===== src/design/iqr_pkg.sv =====
// ----------------------------------------------------------------------------
// iqr_pkg: shared types and constants
// Record layout, queue item, back-end state encoding and result limits.
// ----------------------------------------------------------------------------
package iqr_pkg;

    localparam int MAX_RESULTS = 64;
    localparam int RCW         = $clog2(MAX_RESULTS + 1);

    // configuration register indexes
    localparam logic CFG_START_YEAR = 1'b0;
    localparam logic CFG_END_YEAR   = 1'b1;

    // record, year in the lowest bits
    typedef struct packed {
        logic signed [10:0] temp;
        logic [4:0]         day;
        logic [3:0]         month;
        logic [11:0]        year;
    } t_rec;

    // item passed from front to back
    typedef struct packed {
        t_rec rec;
        logic keep;
        logic fin;
    } t_qitem;

    typedef enum logic [3:0] {
        S_LOAD,
        S_RK_OUT,
        S_RK_OUTW,
        S_RK_IN,
        S_RK_END,
        S_BOUNDS,
        S_SC_RD,
        S_SC_CHK,
        S_FLUSH
    } t_state;

endpackage


===== src/design/iqr_front.sv =====
// ----------------------------------------------------------------------------
// iqr_front: input filter
// Holds the year range registers and tags each record as kept or not.
// ----------------------------------------------------------------------------
module iqr_front (
    input  logic          i_clk,
    input  logic          i_rst_n,
    input  logic          i_cfg_we,
    input  logic          i_cfg_idx,
    input  logic [11:0]   i_cfg_data,
    input  logic          i_valid,
    input  logic [31:0]   i_data,
    input  logic          i_last,
    output logic          o_ready,
    output logic          o_push,
    output iqr_pkg::t_qitem o_item,
    input  logic          i_full
);
    import iqr_pkg::*;

    logic [11:0] r_start_year;
    logic [11:0] r_end_year;
    t_rec        w_rec;

    // config registers
    always_ff @(posedge i_clk) begin
        if (!i_rst_n) begin
            r_start_year <= 12'd0;
            r_end_year   <= 12'd4095;
        end else if (i_cfg_we) begin
            case (i_cfg_idx)
                CFG_START_YEAR: r_start_year <= i_cfg_data;
                CFG_END_YEAR:   r_end_year   <= i_cfg_data;
                default:        r_start_year <= r_start_year;
            endcase
        end
    end

    // classify and forward
    assign w_rec       = t_rec'(i_data);
    assign o_ready     = !i_full;
    assign o_push      = i_valid && !i_full;
    assign o_item.rec  = w_rec;
    assign o_item.keep = (w_rec.year >= r_start_year) && (w_rec.year <= r_end_year);
    assign o_item.fin  = i_last;

endmodule


===== src/design/iqr_fifo.sv =====
// ----------------------------------------------------------------------------
// iqr_fifo: short queue between front and back
// Four-entry queue that decouples input stalls from processing.
// ----------------------------------------------------------------------------
module iqr_fifo (
    input  logic            i_clk,
    input  logic            i_rst_n,
    input  logic            i_push,
    input  iqr_pkg::t_qitem i_item,
    output logic            o_full,
    input  logic            i_pop,
    output logic            o_empty,
    output iqr_pkg::t_qitem o_item
);
    import iqr_pkg::*;

    t_qitem     r_mem [4];
    logic [1:0] r_wp;
    logic [1:0] r_rp;
    logic [2:0] r_cnt;
    logic       w_pop;

    assign o_full  = (r_cnt == 3'd4);
    assign o_empty = (r_cnt == 3'd0);
    assign o_item  = r_mem[r_rp];
    assign w_pop   = i_pop && !o_empty;

    // store entry
    always_ff @(posedge i_clk) begin
        if (i_push) begin
            r_mem[r_wp] <= i_item;
        end
    end

    // advance pointers
    always_ff @(posedge i_clk) begin
        if (!i_rst_n) begin
            r_wp  <= 2'd0;
            r_rp  <= 2'd0;
            r_cnt <= 3'd0;
        end else begin
            if (i_push) begin
                r_wp <= r_wp + 2'd1;
            end
            if (w_pop) begin
                r_rp <= r_rp + 2'd1;
            end
            r_cnt <= r_cnt + {2'd0, i_push} - {2'd0, w_pop};
        end
    end

endmodule


===== src/design/iqr_back.sv =====
// ----------------------------------------------------------------------------
// iqr_back: record store, quartile ranking and outlier scan
// Stores kept records, ranks them to find Q1 and Q3, then emits outliers.
// ----------------------------------------------------------------------------
module iqr_back #(
    parameter int DEPTH = 64
) (
    input  logic            i_clk,
    input  logic            i_rst_n,
    input  logic            i_empty,
    input  iqr_pkg::t_qitem i_item,
    output logic            o_pop,
    output logic            o_valid,
    input  logic            i_ready,
    output logic [31:0]     o_data,
    output logic [1:0]      o_user,
    output logic            o_last
);
    import iqr_pkg::*;

    localparam int AW = (DEPTH > 1) ? $clog2(DEPTH) : 1;
    localparam int CW = $clog2(DEPTH + 1);

    t_state r_state, n_state;

    t_rec   r_mem [DEPTH];
    t_rec   r_rd_data;
    logic [AW-1:0] w_rd_addr;
    logic   w_wr;

    logic [CW-1:0] r_n, n_n;
    logic          r_ovf, n_ovf;
    logic [CW-1:0] r_i, n_i;
    logic [CW-1:0] r_j, n_j;
    logic [CW-1:0] r_jd;
    logic          r_vld_d;
    logic [CW-1:0] r_rank, n_rank;
    logic signed [10:0] r_vi, n_vi;
    logic signed [10:0] r_q1, n_q1;
    logic signed [10:0] r_q3, n_q3;
    logic signed [15:0] r_lo2, n_lo2;
    logic signed [15:0] r_hi2, n_hi2;
    t_rec          r_pend, n_pend;
    logic          r_pend_vld, n_pend_vld;
    logic [RCW-1:0] r_rcnt, n_rcnt;

    logic          r_out_valid, n_out_valid;
    t_rec          r_out_rec, n_out_rec;
    logic [1:0]    r_out_user, n_out_user;
    logic          r_out_last, n_out_last;

    logic          w_can_emit;
    logic          w_inc;
    logic [CW-1:0] w_rank_full;
    logic [CW-1:0] w_q1_idx;
    logic [CW-1:0] w_q3_idx;
    logic [CW+1:0] w_n3;
    logic signed [11:0] w_iqr;
    logic signed [15:0] w_iqr3;
    logic signed [15:0] w_t2;
    logic          w_outl;

    // quartile positions
    assign w_n3     = {2'b00, r_n} + {1'b0, r_n, 1'b0};
    assign w_q1_idx = r_n >> 2;
    assign w_q3_idx = w_n3[CW+1:2];

    // rank increment for the delayed inner read
    assign w_inc = r_vld_d && (($signed(r_rd_data.temp) < r_vi) ||
                   (($signed(r_rd_data.temp) == r_vi) && (r_jd < r_i)));
    assign w_rank_full = r_rank + {{(CW-1){1'b0}}, w_inc};

    // fence arithmetic on doubled values
    assign w_iqr  = 12'(r_q3) - 12'(r_q1);
    assign w_iqr3 = 16'(w_iqr) + (16'(w_iqr) <<< 1);
    assign w_t2   = 16'($signed(r_rd_data.temp)) <<< 1;
    assign w_outl = (w_t2 < r_lo2) || (w_t2 > r_hi2);

    assign w_can_emit = !r_out_valid || i_ready;
    assign o_pop      = (r_state == S_LOAD) && !i_empty;
    assign w_wr       = o_pop && i_item.keep && (r_n < CW'(DEPTH));

    // memory read address
    always_comb begin
        case (r_state)
            S_RK_IN: w_rd_addr = r_j[AW-1:0];
            default: w_rd_addr = r_i[AW-1:0];
        endcase
    end

    // record memory
    always_ff @(posedge i_clk) begin
        if (w_wr) begin
            r_mem[r_n[AW-1:0]] <= i_item.rec;
        end
        r_rd_data <= r_mem[w_rd_addr];
    end

    // next state and datapath control
    always_comb begin
        n_state     = r_state;
        n_n         = r_n;
        n_ovf       = r_ovf;
        n_i         = r_i;
        n_j         = r_j;
        n_rank      = r_rank;
        n_vi        = r_vi;
        n_q1        = r_q1;
        n_q3        = r_q3;
        n_lo2       = r_lo2;
        n_hi2       = r_hi2;
        n_pend      = r_pend;
        n_pend_vld  = r_pend_vld;
        n_rcnt      = r_rcnt;
        n_out_valid = r_out_valid && !i_ready;
        n_out_rec   = r_out_rec;
        n_out_user  = r_out_user;
        n_out_last  = r_out_last;
        case (r_state)
            S_LOAD: begin
                if (o_pop) begin
                    if (w_wr) begin
                        n_n = r_n + CW'(1);
                    end else if (i_item.keep) begin
                        n_ovf = 1'b1;
                    end
                    if (i_item.fin) begin
                        n_i = '0;
                        if (w_wr || (r_n != '0)) begin
                            n_state = S_RK_OUT;
                        end else begin
                            n_state = S_FLUSH;
                        end
                    end
                end
            end
            S_RK_OUT: begin
                n_state = S_RK_OUTW;
            end
            S_RK_OUTW: begin
                n_vi    = $signed(r_rd_data.temp);
                n_j     = '0;
                n_rank  = '0;
                n_state = S_RK_IN;
            end
            S_RK_IN: begin
                n_rank = w_rank_full;
                n_j    = r_j + CW'(1);
                if (r_j + CW'(1) == r_n) begin
                    n_state = S_RK_END;
                end
            end
            S_RK_END: begin
                if (w_rank_full == w_q1_idx) begin
                    n_q1 = r_vi;
                end
                if (w_rank_full == w_q3_idx) begin
                    n_q3 = r_vi;
                end
                n_i = r_i + CW'(1);
                if (r_i + CW'(1) == r_n) begin
                    n_state = S_BOUNDS;
                end else begin
                    n_state = S_RK_OUT;
                end
            end
            S_BOUNDS: begin
                n_lo2   = (16'(r_q1) <<< 1) - w_iqr3;
                n_hi2   = (16'(r_q3) <<< 1) + w_iqr3;
                n_i     = '0;
                n_state = S_SC_RD;
            end
            S_SC_RD: begin
                n_state = S_SC_CHK;
            end
            S_SC_CHK: begin
                if (w_outl && (r_rcnt < RCW'(MAX_RESULTS))) begin
                    if (!r_pend_vld || w_can_emit) begin
                        if (r_pend_vld) begin
                            n_out_valid = 1'b1;
                            n_out_rec   = r_pend;
                            n_out_user  = {r_ovf, 1'b1};
                            n_out_last  = 1'b0;
                        end
                        n_pend     = r_rd_data;
                        n_pend_vld = 1'b1;
                        n_rcnt     = r_rcnt + RCW'(1);
                        n_i        = r_i + CW'(1);
                        n_state    = (r_i + CW'(1) == r_n) ? S_FLUSH : S_SC_RD;
                    end
                end else begin
                    n_i     = r_i + CW'(1);
                    n_state = (r_i + CW'(1) == r_n) ? S_FLUSH : S_SC_RD;
                end
            end
            S_FLUSH: begin
                if (w_can_emit) begin
                    n_out_valid = 1'b1;
                    n_out_rec   = r_pend_vld ? r_pend : t_rec'(32'd0);
                    n_out_user  = {r_ovf, r_pend_vld};
                    n_out_last  = 1'b1;
                    n_pend_vld  = 1'b0;
                    n_rcnt      = '0;
                    n_n         = '0;
                    n_ovf       = 1'b0;
                    n_state     = S_LOAD;
                end
            end
            default: n_state = S_LOAD;
        endcase
    end

    // state register and control
    always_ff @(posedge i_clk) begin
        if (!i_rst_n) begin
            r_state     <= S_LOAD;
            r_n         <= '0;
            r_ovf       <= 1'b0;
            r_pend_vld  <= 1'b0;
            r_rcnt      <= '0;
            r_out_valid <= 1'b0;
            r_vld_d     <= 1'b0;
        end else begin
            r_state     <= n_state;
            r_n         <= n_n;
            r_ovf       <= n_ovf;
            r_pend_vld  <= n_pend_vld;
            r_rcnt      <= n_rcnt;
            r_out_valid <= n_out_valid;
            r_vld_d     <= (r_state == S_RK_IN);
        end
    end

    // datapath registers
    always_ff @(posedge i_clk) begin
        r_i        <= n_i;
        r_j        <= n_j;
        r_jd       <= r_j;
        r_rank     <= n_rank;
        r_vi       <= n_vi;
        r_q1       <= n_q1;
        r_q3       <= n_q3;
        r_lo2      <= n_lo2;
        r_hi2      <= n_hi2;
        r_pend     <= n_pend;
        r_out_rec  <= n_out_rec;
        r_out_user <= n_out_user;
        r_out_last <= n_out_last;
    end

    assign o_valid = r_out_valid;
    assign o_data  = r_out_rec;
    assign o_user  = r_out_user;
    assign o_last  = r_out_last;

`ifndef ASSERT_OFF
    a_ovf_full: assert property (@(posedge i_clk) disable iff (!i_rst_n)
        r_ovf |-> (r_n == CW'(DEPTH)))
        else $error("overflow set while store not full");
    a_cnt_cap: assert property (@(posedge i_clk) disable iff (!i_rst_n)
        r_rcnt <= RCW'(MAX_RESULTS))
        else $error("result count above limit");
    a_no_pop_busy: assert property (@(posedge i_clk) disable iff (!i_rst_n)
        (r_state != S_LOAD) |-> !o_pop)
        else $error("queue popped while processing");
    a_load_idle: assert property (@(posedge i_clk) disable iff (!i_rst_n)
        (r_state == S_LOAD) |-> !r_pend_vld)
        else $error("pending outlier left after run");
`endif

endmodule


===== src/design/iqr_outlier_detector.sv =====
// Records load at one per cycle while loading; after the final record the
// block ranks all n kept records on the single read port, then scans them
// one by one before the last result appears. Runs are processed one at a
// time. Synchronous active-low reset clears control; year range resets to
// 0..4095, the record memory has no clearing pass.
// ----------------------------------------------------------------------------
// iqr_outlier_detector: Tukey-fence outlier detector
// Filters dated temperature records by year and emits IQR outliers.
// ----------------------------------------------------------------------------
module iqr_outlier_detector #(
    parameter int DEPTH = 64
) (
    input  logic        i_clk,
    input  logic        i_rst_n,
    input  logic        i_cfg_we,
    input  logic        i_cfg_idx,
    input  logic [11:0] i_cfg_data,
    input  logic        i_s_axis_tvalid,
    output logic        o_s_axis_tready,
    input  logic [31:0] i_s_axis_tdata,   // year[11:0] month[15:12] day[20:16] temperature[31:21]
    input  logic        i_s_axis_tlast,   // final_record
    output logic        o_m_axis_tvalid,
    input  logic        i_m_axis_tready,
    output logic [31:0] o_m_axis_tdata,   // out_year out_month out_day out_temperature
    output logic [1:0]  o_m_axis_tuser,   // is_outlier[0] overflowed[1]
    output logic        o_m_axis_tlast    // last_result
);
    import iqr_pkg::*;

    t_qitem w_push_item;
    t_qitem w_pop_item;
    logic   w_push;
    logic   w_full;
    logic   w_empty;
    logic   w_pop;

    iqr_front u_front (
        .i_clk      (i_clk),
        .i_rst_n    (i_rst_n),
        .i_cfg_we   (i_cfg_we),
        .i_cfg_idx  (i_cfg_idx),
        .i_cfg_data (i_cfg_data),
        .i_valid    (i_s_axis_tvalid),
        .i_data     (i_s_axis_tdata),
        .i_last     (i_s_axis_tlast),
        .o_ready    (o_s_axis_tready),
        .o_push     (w_push),
        .o_item     (w_push_item),
        .i_full     (w_full)
    );

    iqr_fifo u_fifo (
        .i_clk   (i_clk),
        .i_rst_n (i_rst_n),
        .i_push  (w_push),
        .i_item  (w_push_item),
        .o_full  (w_full),
        .i_pop   (w_pop),
        .o_empty (w_empty),
        .o_item  (w_pop_item)
    );

    iqr_back #(.DEPTH(DEPTH)) u_back (
        .i_clk   (i_clk),
        .i_rst_n (i_rst_n),
        .i_empty (w_empty),
        .i_item  (w_pop_item),
        .o_pop   (w_pop),
        .o_valid (o_m_axis_tvalid),
        .i_ready (i_m_axis_tready),
        .o_data  (o_m_axis_tdata),
        .o_user  (o_m_axis_tuser),
        .o_last  (o_m_axis_tlast)
    );

endmodule


===== config.mk =====
export PLATFORM = sky130hd
export DESIGN_NAME = iqr_outlier_detector
export DESIGN_NICKNAME = d
export VERILOG_FILES = /design/src/design/iqr_pkg.sv /design/src/design/iqr_front.sv /design/src/design/iqr_fifo.sv /design/src/design/iqr_back.sv /design/src/design/iqr_outlier_detector.sv
export SDC_FILE = /design/constraint.sdc
export NUM_CORES = 2
export LEC_CHECK = 0
export BUFFER_PORTS_ARGS = -buffer_cell sky130_fd_sc_hd__buf_2
export CORE_ASPECT_RATIO = 1.5
export CORE_MARGIN = 4
export CORE_UTILIZATION = 63
export DETAILED_ROUTE_END_ITERATION = 10
export PLACE_DENSITY_LB_ADDON = 0.15
export SLEW_MARGIN = 10
export SYNTH_ARGS = -nofsm -noshare
export SYNTH_HDL_FRONTEND = slang
export SYNTH_SLANG_ARGS = --single-unit

===== constraint.sdc =====
create_clock -name i_clk -period 5.7 [get_ports i_clk]
set_clock_uncertainty 0.05 [all_clocks]
set_input_delay 1.71 -clock i_clk [delete_from_list [all_inputs] [get_ports i_clk]]
set_output_delay 1.71 -clock i_clk [all_outputs]
set_load 0.05 [all_outputs]

==> results.yml <==
floorplanning:
  core_area_um2: 152000
  placementRows: 175
  die_area_um2: 159000
  io_pins: 88
  initial_core_util: 0.633
  die_x_um: 327
  fp.dieH_um: 486
sta:
  worst_slew_pin_slew_ps: 1300
  slew_headroom: 0.136
  setup_viol: 0
  fin_crit_sh: 0.881
  hold_ws_ps: 386
  final_hold_viol_count: 0
  min_period_ps: 5020
  fmax_mhz: 199
  rsz0062_at_grt: "no"
  tns_ps: 0
  slew_viol_final: 0
detailed_routing:
  vias: 53505
  drtIter0Drc: 7242
  via_per_inst: 6.70
  drtPass1Iterations: 6
  drt_wl_total_um: 248000
  drc: 0
  ant_nets: 0
  wl_per_cell_um: 31.0
setup_path:
  cp.required_ps: 6240
  cp.arrival_ps: 5560
  critPathCaptureType: "register"
  crit_type: "register to register"
  start_kind: "register"
  r2r_slack_ps: 680
  cp_max_fo: 4
synthesis:
  syn_area_um2: 96000
  synth.area.mux_share: 0.0886
  syn_area_per_cell_um2: 17.3
  synth_edf_count: 2334
  synth_compound_area_frac: 0.0497
  synth_fp_nets: 5760
  synth_top_family_by_area: "multiplexers"
  synth-main-ff-cell: "edfxtp_1"
  ys_ff_latch: 2428
  syn-instance-count: 5560
  yosysSeqAreaShare: 0.750
  yosys.area_share.simple: 0.0644
  ys_types: 74
  synth_xor_area_frac: 0.00876
  synthArstFlopShare: 0
  yosys_warnings: 0
  synth-adder-area-share: 0.0198
placed_design:
  dp_hpwl_um: 150000
  gp_congestion: 0.862
  place_area_um2: 100000
  port_buffers: 87
grt:
  grt_overflow: 0
  first_global_vias: 53070
  antenna_found_initial: 10
  grt_max_degree: 114
  grt_pass1_wl_um: 361000
  grt_use_total: 0.315
clocking:
  cts_max_path_buffers: 3
  cts_sinks: 2428
  postCtsSetupRepairBufs: 0
  clock-root-buffer: "clkbuf_16"
  numCtsBuffers: 209
  clock_latency_ps: 860
  hold_buffers: 0
  htreeDepth: 4
  cts_tree: "built"
  clk_pin_slew_ps: 60
  cts.repair.resized: 0
layout:
  final_common_cell: "edfxtp_1"
  design_area_um2: 107000
  nNetsFinal: 5969
  drive_gt1_frac: 0.169
  area_delta_synth_final_pct: 11.3
  final_cell_mix: "2334 x edfxtp_1, 717 x nand2_1, 331 x mux4_2"
power_and_ir_drop:
  pwr-share-seq: 0.475
  swShare: 0.302
  vdd_drop_max_mv: 0.492
  combPwrFrac: 0.234
  powerDensity_nw_per_um2: 451
  power_leakage_uw: 0.0354
  p_switching_uw: 14500
  p_int_uw: 33600
  p_clk_frac: 0.291
hold_path:
  hold_path_class: "register to register"
flow_run:
  max-cap-violations: 0
status:
  status: "completed"
[critical path: stages, from the launching register on]
cell and delay (ps):
edfxtp_1 490, ha_1 350, nor2b_1 130, o21ai_0 240
a21boi_0 170, o21a_1 210, o21ai_0 280, nand2b_1 90
a21oi_1 180, xnor2_1 110, ha_1 230, o41ai_1 520
nor2_1 100, a211oi_1 270, buf_4 180, xor2_1 170
ha_1 290, a21oi_1 150, a31oi_1 90, a21o_1 200
a21oi_1 170, xnor2_1 100
[cells in the mapped netlist (22+ instances only)]
cell type	instances	area [um2]
dfxtp_1	94	1880
buf_4	31	233
o21ai_0	66	330
a22oi_1	166	1250
nand4_1	41	257
nor3_1	22	110
buf_2	128	641
a311oi_1	33	289
inv_1	117	439
clkbuf_1	77	289
nor2_1	166	623
a31oi_1	47	294
edfxtp_1	2334	70100
nand3_1	237	1190
nand2_1	717	2690
and3_1	64	400
xnor2_1	69	604
a21o_1	29	218
ha_1	144	1800
a221oi_1	53	464
a21oi_1	164	821
nor2b_1	51	319
xor2_1	27	236
mux4_2	337	7590
mux2i_1	84	841
[sequential cells by signal, indices dropped and copies added (netlist names), 7 cells and up, named ones only]
| register | count |
|---|---|
| u_back.r_rank | 7 |
| u_back.r_j | 7 |
| u_back.r_jd | 7 |
| u_back.r_i | 7 |
| u_back.r_mem | 2048 |
| u_back.r_vi | 11 |
| u_back.r_hi2 | 15 |
| u_back.r_rd_data | 32 |
| u_back.r_n | 7 |
| u_fifo.r_mem | 136 |
| u_back.r_lo2 | 14 |
| u_back.r_rcnt | 7 |
| u_front.r_end_year | 12 |
| u_back.o_data | 32 |
| u_back.r_pend | 32 |
| u_back.r_q3 | 11 |
| u_front.r_start_year | 12 |
| u_back.r_q1 | 11 |
[power by group through the flow]
stage	sequential (uW)	clock (uW)	combinational, uW
global route	22900	14900	12000
global placement	23200	0	10800
floorplan	23000	0	7070
finish	22900	14000	11200
CTS	22900	14100	11100
detailed placement	23200	0	11100
[routing by layer]
| layer | track usage | wire length [um] | up-vias | share of wire |
|---|---|---|---|---|
| met2 | 0.531 | 125000 | 3353 | 0.51 |
| met5 | 0 | 37 | - | 0.00015 |
| li1 | - | - | 22335 | - |
| met1 | 0.417 | 86200 | 27240 | 0.35 |
| met4 | 0.113 | 10000 | 6 | 0.041 |
| met3 | 0.0590 | 25900 | 571 | 0.10 |
[cell families after synthesis]
family,after synthesis
adder cells (fa/ha/maj),149
AO/OA/AOI/OAI,693
buffers and inverters,384
flip-flops,2428
multiplexers,427
AND/OR/NAND/NOR,1383
XOR/XNOR,96
[cell type report]
cell class	instances	area, um2
tap	2035	2550
sequential	2428	72000
inverter	118	443
clock inverter	114	1070
multi-input combinational	2748	22900
clock buffer	278	5650
fill	9417	44700
timing repair buffer	264	2200
antenna	2	5.00
[final timing paths]
kind / depth (start not counted) / end / start
max reg2reg: 21 / u_back.r_lo2[13] / u_back.r_q3[1]
max: 21 / u_back.r_lo2[13] / u_back.r_q3[1]
min: 0 / u_back.r_jd[6] / u_back.r_j[6]
min reg2reg: 0 / u_back.r_jd[6] / u_back.r_j[6]
[metrics by stage]
step	total power [uW]	cells	setup WS (ps)	utilization
2_1_floorplan	30100	5560	682	-
3_3_place_gp	34000	7593	746	0.660
3_5_place_dp	34300	7593	725	0.660
4_1_cts	48100	7985	713	0.705
5_1_grt	49800	7986	296	0.705
6_report	48100	7987	681	0.705
(Power assumes the default switching activity.)
